## src/rtl/ecbs_pkg.sv

```systemverilog
// Shared types and constants for the event counter bank with sorted readout.
package ecbs_pkg;

  localparam int NumEventsDef = 64;
  localparam int CountBitsDef = 48;

  // Fixed widths of the stream payload fields.
  localparam int ActionW = 2;
  localparam int EventIdW = 8;
  localparam int InDataW = 16;
  localparam int OutIdW = 6;
  localparam int OutCntW = 48;
  localparam int OutDataW = 56;

  typedef enum logic [ActionW-1:0] {
    ACT_COUNT = 2'd0,
    ACT_CLEAR = 2'd1,
    ACT_DUMP  = 2'd2
  } action_e;

  typedef enum logic [4:0] {
    S_IDLE   = 5'b00001,
    S_CNT_WR = 5'b00010,
    S_SCAN   = 5'b00100,
    S_DRAIN  = 5'b01000,
    S_DECIDE = 5'b10000
  } state_e;

  // Control that travels with one word read from the counter memory.
  typedef struct packed {
    logic vld;
    logic first;
  } cmp_ctl_t;

endpackage

```

## src/rtl/ecbs_cnt_mem.sv

```systemverilog
// Counter memory with per-entry valid bits; an entry that is not valid reads as zero.
module ecbs_cnt_mem import ecbs_pkg::*; #(
  parameter int Depth = NumEventsDef,
  parameter int Width = CountBitsDef,
  parameter int AddrW = $clog2(NumEventsDef)
) (
  input  logic             clk_i,
  input  logic             rst_ni,
  input  logic             clr_i,
  input  logic             we_i,
  input  logic [AddrW-1:0] waddr_i,
  input  logic [Width-1:0] wdata_i,
  input  logic             re_i,
  input  logic [AddrW-1:0] raddr_i,
  output logic [Width-1:0] rdata_o
);

  logic [Width-1:0] mem [Depth];
  logic [Depth-1:0] valid_q;
  logic [Width-1:0] rdata_q;
  logic             rvld_q;

  always_ff @(posedge clk_i) begin
    if (we_i) begin
      mem[waddr_i] <= wdata_i;
    end
    if (re_i) begin
      rdata_q <= mem[raddr_i];
    end
  end

  always_ff @(posedge clk_i or negedge rst_ni) begin
    if (!rst_ni) begin
      valid_q <= '0;
      rvld_q  <= 1'b0;
    end else begin
      if (clr_i) begin
        valid_q <= '0;
      end else if (we_i) begin
        valid_q[waddr_i] <= 1'b1;
      end
      if (re_i) begin
        rvld_q <= valid_q[raddr_i];
      end
    end
  end

  assign rdata_o = rvld_q ? rdata_q : '0;

endmodule

```

## src/rtl/ecbs_max_unit.sv

```systemverilog
// Shared compare unit: finds the largest (count, id) key below a bound over one scan.
module ecbs_max_unit import ecbs_pkg::*; #(
  parameter int CountBits = CountBitsDef,
  parameter int IdxW = $clog2(NumEventsDef)
) (
  input  logic                 clk_i,
  input  logic                 rst_ni,
  input  cmp_ctl_t             ctl_i,
  input  logic [CountBits-1:0] cnt_i,
  input  logic [IdxW-1:0]      idx_i,
  input  logic                 have_bound_i,
  input  logic [CountBits-1:0] bound_cnt_i,
  input  logic [IdxW-1:0]      bound_idx_i,
  output logic                 found_o,
  output logic [CountBits-1:0] best_cnt_o,
  output logic [IdxW-1:0]      best_idx_o
);

  logic                 found_q;
  logic [CountBits-1:0] best_cnt_q;
  logic [IdxW-1:0]      best_idx_q;
  logic                 below_bound;
  logic                 beats_best;
  logic                 found_eff;
  logic                 take;

  // Keys are unique because ids are, so a strict compare orders ties by id.
  assign below_bound = !have_bound_i || ({cnt_i, idx_i} < {bound_cnt_i, bound_idx_i});
  assign found_eff   = found_q && !ctl_i.first;
  assign beats_best  = !found_eff || ({cnt_i, idx_i} > {best_cnt_q, best_idx_q});
  assign take        = ctl_i.vld && (cnt_i != '0) && below_bound && beats_best;

  always_ff @(posedge clk_i or negedge rst_ni) begin
    if (!rst_ni) begin
      found_q <= 1'b0;
    end else if (ctl_i.vld) begin
      found_q <= found_eff || take;
    end
  end

  always_ff @(posedge clk_i) begin
    if (take) begin
      best_cnt_q <= cnt_i;
      best_idx_q <= idx_i;
    end
  end

  assign found_o    = found_q;
  assign best_cnt_o = best_cnt_q;
  assign best_idx_o = best_idx_q;

endmodule

```

## src/rtl/event_counter_bank_sorted_readout.sv

```systemverilog
// Top level of the event counter bank with sorted readout.
// Input words on s_axis carry an action and an event id. A count action bumps the
// saturating counter of that event (ids at or above NUM_EVENTS are dropped), a clear
// action zeroes all counters, and a dump action sends every nonzero counter out on
// m_axis as an (id, count) word, largest count first, higher id first on equal counts,
// with tlast on the final word. A dump of an all-zero bank sends one word with id 0,
// count 0 and tlast set.
// Flow: a count of an id in range reads the counter and writes it back in S_CNT_WR; a
// count of an id out of range, a clear and unused codes finish when accepted. A dump with
// n nonzero counters makes (n + 1) passes over the counter memory, because one compare
// unit walks the single memory read port once per word.
// s_axis_tready is low while an action is in progress. The output word sits in a
// register, so a new action is taken while the last word of a dump still waits; a
// stalled receiver holds the dump until that register frees up.
// Reset clears all counters at once through per-entry valid bits and empties the
// output register.
module event_counter_bank_sorted_readout import ecbs_pkg::*; #(
  parameter int NUM_EVENTS = NumEventsDef,
  parameter int COUNT_BITS = CountBitsDef
) (
  input  logic                clk_i,
  input  logic                rst_ni,
  input  logic                s_axis_tvalid,
  output logic                s_axis_tready,
  input  logic [InDataW-1:0]  s_axis_tdata,  // action[1:0], event_id[9:2], zero pad
  output logic                m_axis_tvalid,
  input  logic                m_axis_tready,
  output logic [OutDataW-1:0] m_axis_tdata,  // out_event_id[5:0], out_count[53:6], pad
  output logic                m_axis_tlast
);

  localparam int IdxW = $clog2(NUM_EVENTS);
  localparam logic [IdxW-1:0] LastIdx = IdxW'(NUM_EVENTS - 1);

  state_e state_q, state_d;
  logic [IdxW-1:0] addr_q, addr_d;
  logic have_prev_q, have_prev_d;
  logic [COUNT_BITS-1:0] prev_cnt_q, prev_cnt_d;
  logic [IdxW-1:0] prev_idx_q, prev_idx_d;
  cmp_ctl_t cmp_ctl_q, cmp_ctl_d;
  logic [IdxW-1:0] rd_idx_q;

  logic m_valid_q;
  logic [OutIdW-1:0] out_id_q, out_id_d;
  logic [OutCntW-1:0] out_cnt_q, out_cnt_d;
  logic out_last_q, out_last_d;
  logic out_load;
  logic out_free;

  logic in_fire;
  logic [ActionW-1:0] in_action;
  logic [EventIdW-1:0] in_event;
  logic in_range;

  logic mem_clr, mem_we, mem_re;
  logic [IdxW-1:0] mem_waddr, mem_raddr;
  logic [COUNT_BITS-1:0] mem_wdata, mem_rdata;

  logic best_found;
  logic [COUNT_BITS-1:0] best_cnt;
  logic [IdxW-1:0] best_idx;

  assign s_axis_tready = (state_q == S_IDLE);
  assign in_fire   = s_axis_tvalid && s_axis_tready;
  assign in_action = s_axis_tdata[ActionW-1:0];
  assign in_event  = s_axis_tdata[ActionW+EventIdW-1:ActionW];
  assign in_range  = {1'b0, in_event} < (EventIdW + 1)'(NUM_EVENTS);
  assign out_free  = !m_valid_q || m_axis_tready;

  ecbs_cnt_mem #(
    .Depth (NUM_EVENTS),
    .Width (COUNT_BITS),
    .AddrW (IdxW)
  ) u_mem (
    .clk_i   (clk_i),
    .rst_ni  (rst_ni),
    .clr_i   (mem_clr),
    .we_i    (mem_we),
    .waddr_i (mem_waddr),
    .wdata_i (mem_wdata),
    .re_i    (mem_re),
    .raddr_i (mem_raddr),
    .rdata_o (mem_rdata)
  );

  ecbs_max_unit #(
    .CountBits (COUNT_BITS),
    .IdxW      (IdxW)
  ) u_max (
    .clk_i        (clk_i),
    .rst_ni       (rst_ni),
    .ctl_i        (cmp_ctl_q),
    .cnt_i        (mem_rdata),
    .idx_i        (rd_idx_q),
    .have_bound_i (have_prev_q),
    .bound_cnt_i  (prev_cnt_q),
    .bound_idx_i  (prev_idx_q),
    .found_o      (best_found),
    .best_cnt_o   (best_cnt),
    .best_idx_o   (best_idx)
  );

  always_comb begin
    state_d     = state_q;
    addr_d      = addr_q;
    have_prev_d = have_prev_q;
    prev_cnt_d  = prev_cnt_q;
    prev_idx_d  = prev_idx_q;
    mem_clr     = 1'b0;
    mem_we      = 1'b0;
    mem_waddr   = addr_q;
    mem_wdata   = mem_rdata + COUNT_BITS'(1);
    mem_re      = 1'b0;
    mem_raddr   = addr_q;
    out_load    = 1'b0;
    out_id_d    = OutIdW'(prev_idx_q);
    out_cnt_d   = OutCntW'(prev_cnt_q);
    out_last_d  = 1'b0;

    case (state_q)
      S_IDLE: begin
        if (in_fire) begin
          case (in_action)
            ACT_COUNT: begin
              if (in_range) begin
                mem_re    = 1'b1;
                mem_raddr = IdxW'(in_event);
                addr_d    = IdxW'(in_event);
                state_d   = S_CNT_WR;
              end
            end
            ACT_CLEAR: begin
              mem_clr = 1'b1;
            end
            ACT_DUMP: begin
              have_prev_d = 1'b0;
              addr_d      = '0;
              state_d     = S_SCAN;
            end
            default: begin
            end
          endcase
        end
      end
      S_CNT_WR: begin
        // A counter that is all ones stays put.
        mem_we  = !(&mem_rdata);
        state_d = S_IDLE;
      end
      S_SCAN: begin
        mem_re = 1'b1;
        if (addr_q == LastIdx) begin
          addr_d  = '0;
          state_d = S_DRAIN;
        end else begin
          addr_d = addr_q + IdxW'(1);
        end
      end
      S_DRAIN: begin
        state_d = S_DECIDE;
      end
      S_DECIDE: begin
        // The previous pick is held back until the next pass shows whether it is last.
        if (best_found) begin
          if (!have_prev_q || out_free) begin
            out_load    = have_prev_q;
            have_prev_d = 1'b1;
            prev_cnt_d  = best_cnt;
            prev_idx_d  = best_idx;
            addr_d      = '0;
            state_d     = S_SCAN;
          end
        end else if (out_free) begin
          out_load   = 1'b1;
          out_last_d = 1'b1;
          if (!have_prev_q) begin
            out_id_d  = '0;
            out_cnt_d = '0;
          end
          state_d = S_IDLE;
        end
      end
      default: begin
        state_d = S_IDLE;
      end
    endcase
  end

  always_comb begin
    cmp_ctl_d.vld   = (state_q == S_SCAN);
    cmp_ctl_d.first = (state_q == S_SCAN) && (addr_q == '0);
  end

  always_ff @(posedge clk_i or negedge rst_ni) begin
    if (!rst_ni) begin
      state_q     <= S_IDLE;
      addr_q      <= '0;
      have_prev_q <= 1'b0;
      cmp_ctl_q   <= '0;
      m_valid_q   <= 1'b0;
    end else begin
      state_q     <= state_d;
      addr_q      <= addr_d;
      have_prev_q <= have_prev_d;
      cmp_ctl_q   <= cmp_ctl_d;
      if (out_load) begin
        m_valid_q <= 1'b1;
      end else if (m_axis_tready) begin
        m_valid_q <= 1'b0;
      end
    end
  end

  always_ff @(posedge clk_i) begin
    prev_cnt_q <= prev_cnt_d;
    prev_idx_q <= prev_idx_d;
    rd_idx_q   <= addr_q;
    if (out_load) begin
      out_id_q   <= out_id_d;
      out_cnt_q  <= out_cnt_d;
      out_last_q <= out_last_d;
    end
  end

  assign m_axis_tvalid = m_valid_q;
  assign m_axis_tdata  = {{(OutDataW - OutCntW - OutIdW){1'b0}}, out_cnt_q, out_id_q};
  assign m_axis_tlast  = out_last_q;

endmodule
```

## config.mk

```make
export PLATFORM = sky130hd
export DESIGN_NAME = event_counter_bank_sorted_readout
export DESIGN_NICKNAME = d
export VERILOG_FILES = /design/src/rtl/ecbs_pkg.sv /design/src/rtl/ecbs_cnt_mem.sv /design/src/rtl/ecbs_max_unit.sv /design/src/rtl/event_counter_bank_sorted_readout.sv
export SDC_FILE = /design/constraint.sdc
export NUM_CORES = 2
export LEC_CHECK = 0
export BUFFER_PORTS_ARGS = -buffer_cell sky130_fd_sc_hd__buf_2
export CORE_MARGIN = 3
export CORE_UTILIZATION = 55
export CTS_BUF_LIST = sky130_fd_sc_hd__clkbuf_2 sky130_fd_sc_hd__clkbuf_4 sky130_fd_sc_hd__clkbuf_8
export DETAILED_ROUTE_END_ITERATION = 16
export PLACE_DENSITY = 0.76
export SKIP_LAST_GASP = 1
export SYNTH_ARGS = -nofsm -noshare
export SYNTH_HDL_FRONTEND = slang
export SYNTH_HIERARCHICAL = 1
export SYNTH_SLANG_ARGS = --single-unit
```

## constraint.sdc

```tcl
create_clock -name clk_i -period 6.7 [get_ports clk_i]
set_input_delay 0.67 -clock clk_i [delete_from_list [all_inputs] [get_ports clk_i]]
set_output_delay 0.67 -clock clk_i [all_outputs]
set_load 0.05 [all_outputs]
```

# Word-level counts from Yosys, hierarchy flattened
# Memories as Yosys holds them, arrays and structs flattened. A register that Yosys moved wholly into a read port is not among the register bits.
# Index checks and enable logic that the tools add are counted.
[word_totals] regBits=250 ramBits=3072 inputBits=20 output_inout_bits=59 memories=1
[op_classes] n_addsub=2 magnitude_cmp=6 eq_ne=17 n_mux=54 bitwise=2 reduce_logical=30
[mem_list] memory="u_mem.mem" words=64 word_bits=48 rd=1 rd_ports_with_merged_regs=1 wr=1 line="ecbs_cnt_mem.sv:18" source="logic [Width-1:0] mem [Depth];"
[op_table] cell="48-bit 2-to-1 mux" count=5
[op_table] cell="64-bit 2-to-1 mux" count=2
[op_table] cell="6-bit 2-to-1 mux" count=12
[op_table] cell="64-bit bitwise OR" count=1
[op_table] cell="54-bit greater-than comparator" count=1
[op_table] cell="54-bit less-than comparator" count=1
[op_table] cell="48-bit by 1-bit adder with 48-bit output, second input constant" count=1
[op_table] cell="48-bit AND reduction" count=1
[op_table] cell="48-bit nonzero test" count=1
[op_table] cell="5-bit 2-to-1 mux" count=6
[op_table] cell="1-bit 2-to-1 mux" count=21
[op_table] cell="5-bit case mux with 4 select lines" count=1
[op_table] cell="6-bit case mux with 3 select lines" count=1
[op_table] cell="6-bit by 7-bit less-than comparator with 1-bit output, second input constant" count=2
[op_table] cell="6-bit case mux with 2 select lines" count=1
[op_table] cell="5-bit case mux with 2 select lines" count=1
[op_table] cell="5-bit AND reduction" count=2
[op_table] cell="8-bit by 7-bit less-than comparator with 1-bit output, second input constant" count=1
[op_table] cell="2-bit by 1-bit inequality test with 1-bit output, second input constant" count=4
[op_table] cell="1-bit logical AND" count=7
[op_table] cell="6-bit by 1-bit adder with 6-bit output, second input constant" count=1
[op_table] cell="1-bit binary-select mux with 6-bit select" count=1
[op_table] cell="1-bit demux with 6-bit select" count=1
[op_table] cell="6-bit equality test, second input constant" count=1
[op_table] cell="other kinds (23)" count=35

# Longest topological paths before layout
[depth] depth_word=7 ltp_mapped=14 ltp_nobuf=11

# Hierarchy
# The synthesis kept the hierarchy.
[modules_own_cells] module="ecbs_cnt_mem" n_inst=1 cells_per_inst=5319 area_per_inst_um2=120416.7
[modules_own_cells] module="event_counter_bank_sorted_readout" n_inst=1 cells_per_inst=461 area_per_inst_um2=6043.3
[modules_own_cells] module="ecbs_max_unit" n_inst=1 cells_per_inst=456 area_per_inst_um2=4485.6

# Least setup slack after synthesis
# OpenSTA, ideal clock, no wires.
[synth_timing] path_kind="reg-to-reg" startpoint="reg u_mem.rvld_q" endpoint="mem u_mem/mem[48][0] in the netlist's numbering (enable)" setup_time_ns=0.576 arrival_time_ns=6.656 required_ns=6.124 slack_ns=-0.532 path_stages_with_launch=12 period_less_slack_ns=7.232 path_cell_list="dfrtp_1 clkbuf_1 clkbuf_1 and2_1 nand4_1 nor4_1 clkbuf_1 nand2_1 o21a_1 nand3_1 or2_2 nor4_1"
[synth_via] elab_chain_cells=6
[synth_rtl] item="start: declaration" line="ecbs_cnt_mem.sv:21" source="logic rvld_q;"
[synth_rtl] item="start signal: assignment" line="ecbs_cnt_mem.sv:43" source="rvld_q <= valid_q[raddr_i];"
[synth_rtl] item="48-bit 2-to-1 mux" line="ecbs_cnt_mem.sv:48" source="assign rdata_o = rvld_q ? rdata_q : '0;"
[synth_rtl] item="net mem_rdata[28]" line="event_counter_bank_sorted_readout.sv:57" source="logic [COUNT_BITS-1:0] mem_wdata, mem_rdata;"
[synth_rtl] item="48-bit AND reduction" line="event_counter_bank_sorted_readout.sv:147" source="mem_we = !(&mem_rdata);"
[synth_rtl] item="1-bit logical NOT" line="event_counter_bank_sorted_readout.sv:147"
[synth_rtl] item="1-bit 2-to-1 mux" line="event_counter_bank_sorted_readout.sv:120" source="case (state_q)"
[synth_rtl] item="net mem_we" line="event_counter_bank_sorted_readout.sv:55" source="logic mem_clr, mem_we, mem_re;"
[synth_rtl] item="1-bit 2-to-1 mux" line="ecbs_cnt_mem.sv:24" source="if (we_i) begin"
[synth_rtl] item="1-bit 2-to-1 mux (implied by the code)" line="ecbs_cnt_mem.sv:25" source="mem[waddr_i] <= wdata_i;"
[synth_rtl] item="end: declaration" line="ecbs_cnt_mem.sv:18"
# The timed path passes the listed nets, and every way through them passes these cells.

# Final worst setup path
[layout_timing] startpoint="reg u_mem.rvld_q" endpoint="mem u_mem/mem[57][25] in the netlist's numbering (enable)"
# Same word-level chain as after synthesis.

==> impl_metrics.json <==
{
  "fin_crit_ns": 5.60,
  "clk_pin_slew_ns": 0.06,
  "cp_slowest_stage_delay_ns": 0.88,
  "power_mw": 57.9,
  "ant_nets": 0,
  "grt_pass1_vias": 68600,
  "final-hold-violation-count": 0,
  "drtPass1Iterations": 6,
  "die-area_um2": 244000,
  "cts-htree-levels": 6,
  "hp-class": "in -> reg",
  "clock_skew_ns": 0.0797,
  "dp.cells": 9371,
  "antenna_found_initial": 14,
  "numPortBuffers": 70,
  "ys_warn_count": 6,
  "grt_remaining_overflow": 0,
  "place_ws_ns": 1.40,
  "cts_tree": "yes",
  "rows": 178,
  "vias_per_cell": 6.57,
  "ys.flop_type": "edfxtp_1",
  "critical_path_class": "reg -> reg",
  "maxCapViolCount": 0,
  "whs_ns": 0.122,
  "grt_pass1_wl_um": 472000,
  "stdcell_area_um2": 147000,
  "finalMaxSlewViolations": 0,
  "grt_usage_pct": 26.9,
  "cp.arrival_ns": 6.26,
  "ys_seq_elements": 3370,
  "final_nets": 6895,
  "cts-root-buf": "clkbuf_8",
  "cts_buffers": 537,
  "num_vias": 67600,
  "cp_data_required_time_ns": 7.36,
  "clk_latency_ns": 1.08,
  "drive_gt1_share_pct": 28.5,
  "final.setup.tns_ns": 0,
  "area_growth_pct": 12.1,
  "avgRoutedWirePerCell_um": 31.8,
  "fp.coreArea_um2": 236000,
  "cpMostUsedCell": "buf_4",
  "grt_max_degree": 133,
  "fmax_mhz": 179,
  "synth-seq-area-share_pct": 76.9,
  "synth_area_um2": 131000,
  "async_flop_share_pct": 2.40,
  "instances_no_fill": 10300,
  "crit_path_start_kind": "register",
  "start_util_pct": 55.5,
  "p_leak_nw": 47.4,
  "ioPinCount": 79,
  "status": "finished, final reports clean",
  "endpoint_kind": "register",
  "path_cells": "buf_4 > and2_1 > buf_4 > nand4_1 > nor4b_4 > buf_4 > nand2_1 > o21a_1 > nor2b_1 > nand2_1 > nor2_4 > buf_4",
  "clock_sinks": 3370,
  "cts_resized": 0,
  "syn_inst": 6236,
  "finalSetupViolCount": 0,
  "synth_edf_count": 3283,
  "ys_types": 76,
  "utilization_pct": 62.2,
  "irDropWorstVdd_mv": 0.405,
  "clockBufferDepth": 4,
  "timing.final.ws_setup_ns": 1.10,
  "critical_path.max_fanout": 35,
  "drc": 0,
  "die_w_um": 494,
  "grt_setup_unrepaired": "false",
  "place_area_um2": 137000,
  "avgSynthCellArea_um2": 21.0,
  "worst_slew_pin_slew_ns": 1.32,
  "drt-initial-drc-count": 10100,
  "die_h_um": 494,
  "place.gp.congestion": 0.862,
  "slew_headroom_pct": 12.0,
  "power_density_nw_per_um2": 395,
  "drt_wl_total_um": 327000,
  "fin_crit_sh_pct": 83.6,
  "dp.final_hpwl_um": 176000,
  "cpMaxStageDelayCell": "dfrtp_1"
}
==> state kept, by name, indices dropped and copies added, names as in the netlist, 6 cells and up <==
signal,flops
u_mem/valid_q,64
out_id_q,6
u_max/best_idx_o,6
prev_cnt_q,48
addr_q,6
u_mem/mem,3072
u_mem/rdata_q,48
u_max/best_cnt_o,48
rd_idx_q,6
out_cnt_q,48
prev_idx_q,6
==> synthesized netlist by cell type, types with 18 or more instances <==
master / n / area (um2)
nand4_1: 74 / 463
nand3_1: 86 / 430
nand2_1: 263 / 987
xnor2_1: 42 / 368
a21oi_1: 46 / 230
clkbuf_1: 136 / 510
nor2b_1: 73 / 457
ha_1: 110 / 1380
dfrtp_1: 80 / 2000
nor4_1: 18 / 113
edfxtp_1: 3283 / 98600
nor3_1: 20 / 100
and2_1: 57 / 357
mux4_2: 778 / 17500
and4_1: 22 / 193
inv_1: 126 / 473
o21ai_0: 25 / 125
a22oi_1: 432 / 3240
buf_2: 134 / 671
buf_4: 22 / 165
nor2_1: 214 / 803
==> cells by family after synthesis <==
group,count (synthesis),share of synthesized area [%]
compound gates,579,3.24
xor+xnor,49,0.328
fa+ha+maj,110,1.05
buf+inv,448,1.56
flops,3370,76.9
mux,800,13.6
other cells,1,0.00286
simple gates,879,3.33
==> metal layers <==
| layer | up-vias | share of wire [%] | global-route usage, % |
|---|---|---|---|
| li1 | 27000 | - | - |
| met1 | 35000 | 36 | 37.7 |
| met2 | 4867 | 47 | 41.1 |
| met3 | 734 | 14 | 7.33 |
| met4 | 2 | 3.7 | 9.83 |
| met5 | - | 0.0040 | 0 |
==> worst max-delay path: cells and delay by family, from the launching register on <==
kind            cells  cell delay (ns)
simple gates        7             2.13
buf+inv             4             1.66
flops               1             0.88
compound gates      1             0.38
==> worst paths after layout <==
| path | from | end | slack (ns) | cells past startpoint |
|---|---|---|---|---|
| worst max-delay path | u_mem/rvld_q$_DFFE_PN0P_ | u_mem/mem[57][25]$_DFFE_PP_ | 1.10 | 12 |
| worst min register to register | u_max/best_cnt_o[13]$_DFFE_PP_ | prev_cnt_q[13]$_DFFE_PP_ | 0.44 | 0 |
| worst max register to register | u_mem/rvld_q$_DFFE_PN0P_ | u_mem/mem[57][25]$_DFFE_PP_ | 1.10 | 12 |
| min in group asynchronous | rst_ni | state_q[1]$_DFFE_PN0P_ | 0.64 | 3 |
| worst min-delay path | m_axis_tready | m_axis_tvalid$_DFFE_PN0P_ | 0.12 | 3 |
| max in group asynchronous | rst_ni | u_mem/valid_q[28]$_DFFE_PN0P_ | 4.96 | 4 |
==> cell usage in the layout (no fill, tap or decap), types with 6 or more instances in the layout <==
master / synthesis / routed
buf_4: 22 / 206
nor2_4: 0 / 63
nand3_1: 86 / 86
dfrtp_1: 80 / 80
buf_12: 0 / 31
nor2b_1: 73 / 69
mux4_2: 778 / 778
and4_1: 22 / 22
nor4_1: 18 / 16
nand4_1: 74 / 74
xnor2_2: 0 / 41
ha_1: 110 / 109
and2_1: 57 / 55
clkbuf_8: 0 / 558
clkinv_2: 0 / 41
mux2i_1: 16 / 16
inv_6: 0 / 7
o21ai_0: 25 / 23
clkinvlp_4: 0 / 19
nor3_1: 20 / 15
a21o_1: 14 / 14
nand2b_1: 14 / 14
clkinv_1: 0 / 113
nand2_1: 263 / 262
dfxtp_1: 6 / 6
a22oi_1: 432 / 432
edfxtp_1: 3283 / 3283
a221oi_1: 6 / 6
a211oi_1: 7 / 7
a21oi_1: 46 / 46
and3_1: 11 / 11
nor2_1: 214 / 151
inv_1: 126 / 126
diode_2: 0 / 7
clkbuf_4: 0 / 163
o22ai_1: 10 / 10
buf_2: 134 / 69
==> where the power goes <==
group,internal (mW),switching (mW)
logic,5.71,10.1
registers,25.4,0.296
clock network,8.79,7.68
total,39.9,18.1
==> layout make-up <==
cell class | count | area [um2]
flip-flops and latches | 3370 | 101000
fillers | 15400 | 89300
multi-input cells | 2419 | 29200
clock buffers | 721 | 8900
well taps | 3150 | 3940
repair buffers | 311 | 2560
clock inverters | 185 | 983
inverters | 126 | 473
diodes | 7 | 17.5
==> timing repair <==
| item | in CTS | in global routing |
|---|---|---|
| hold buffers | 5 | 0 |
| endpoints found under the hold margin | 47 | 0 |
| setup buffers | 0 | 0 |
Note: power is estimated with default switching activity, not from simulation.
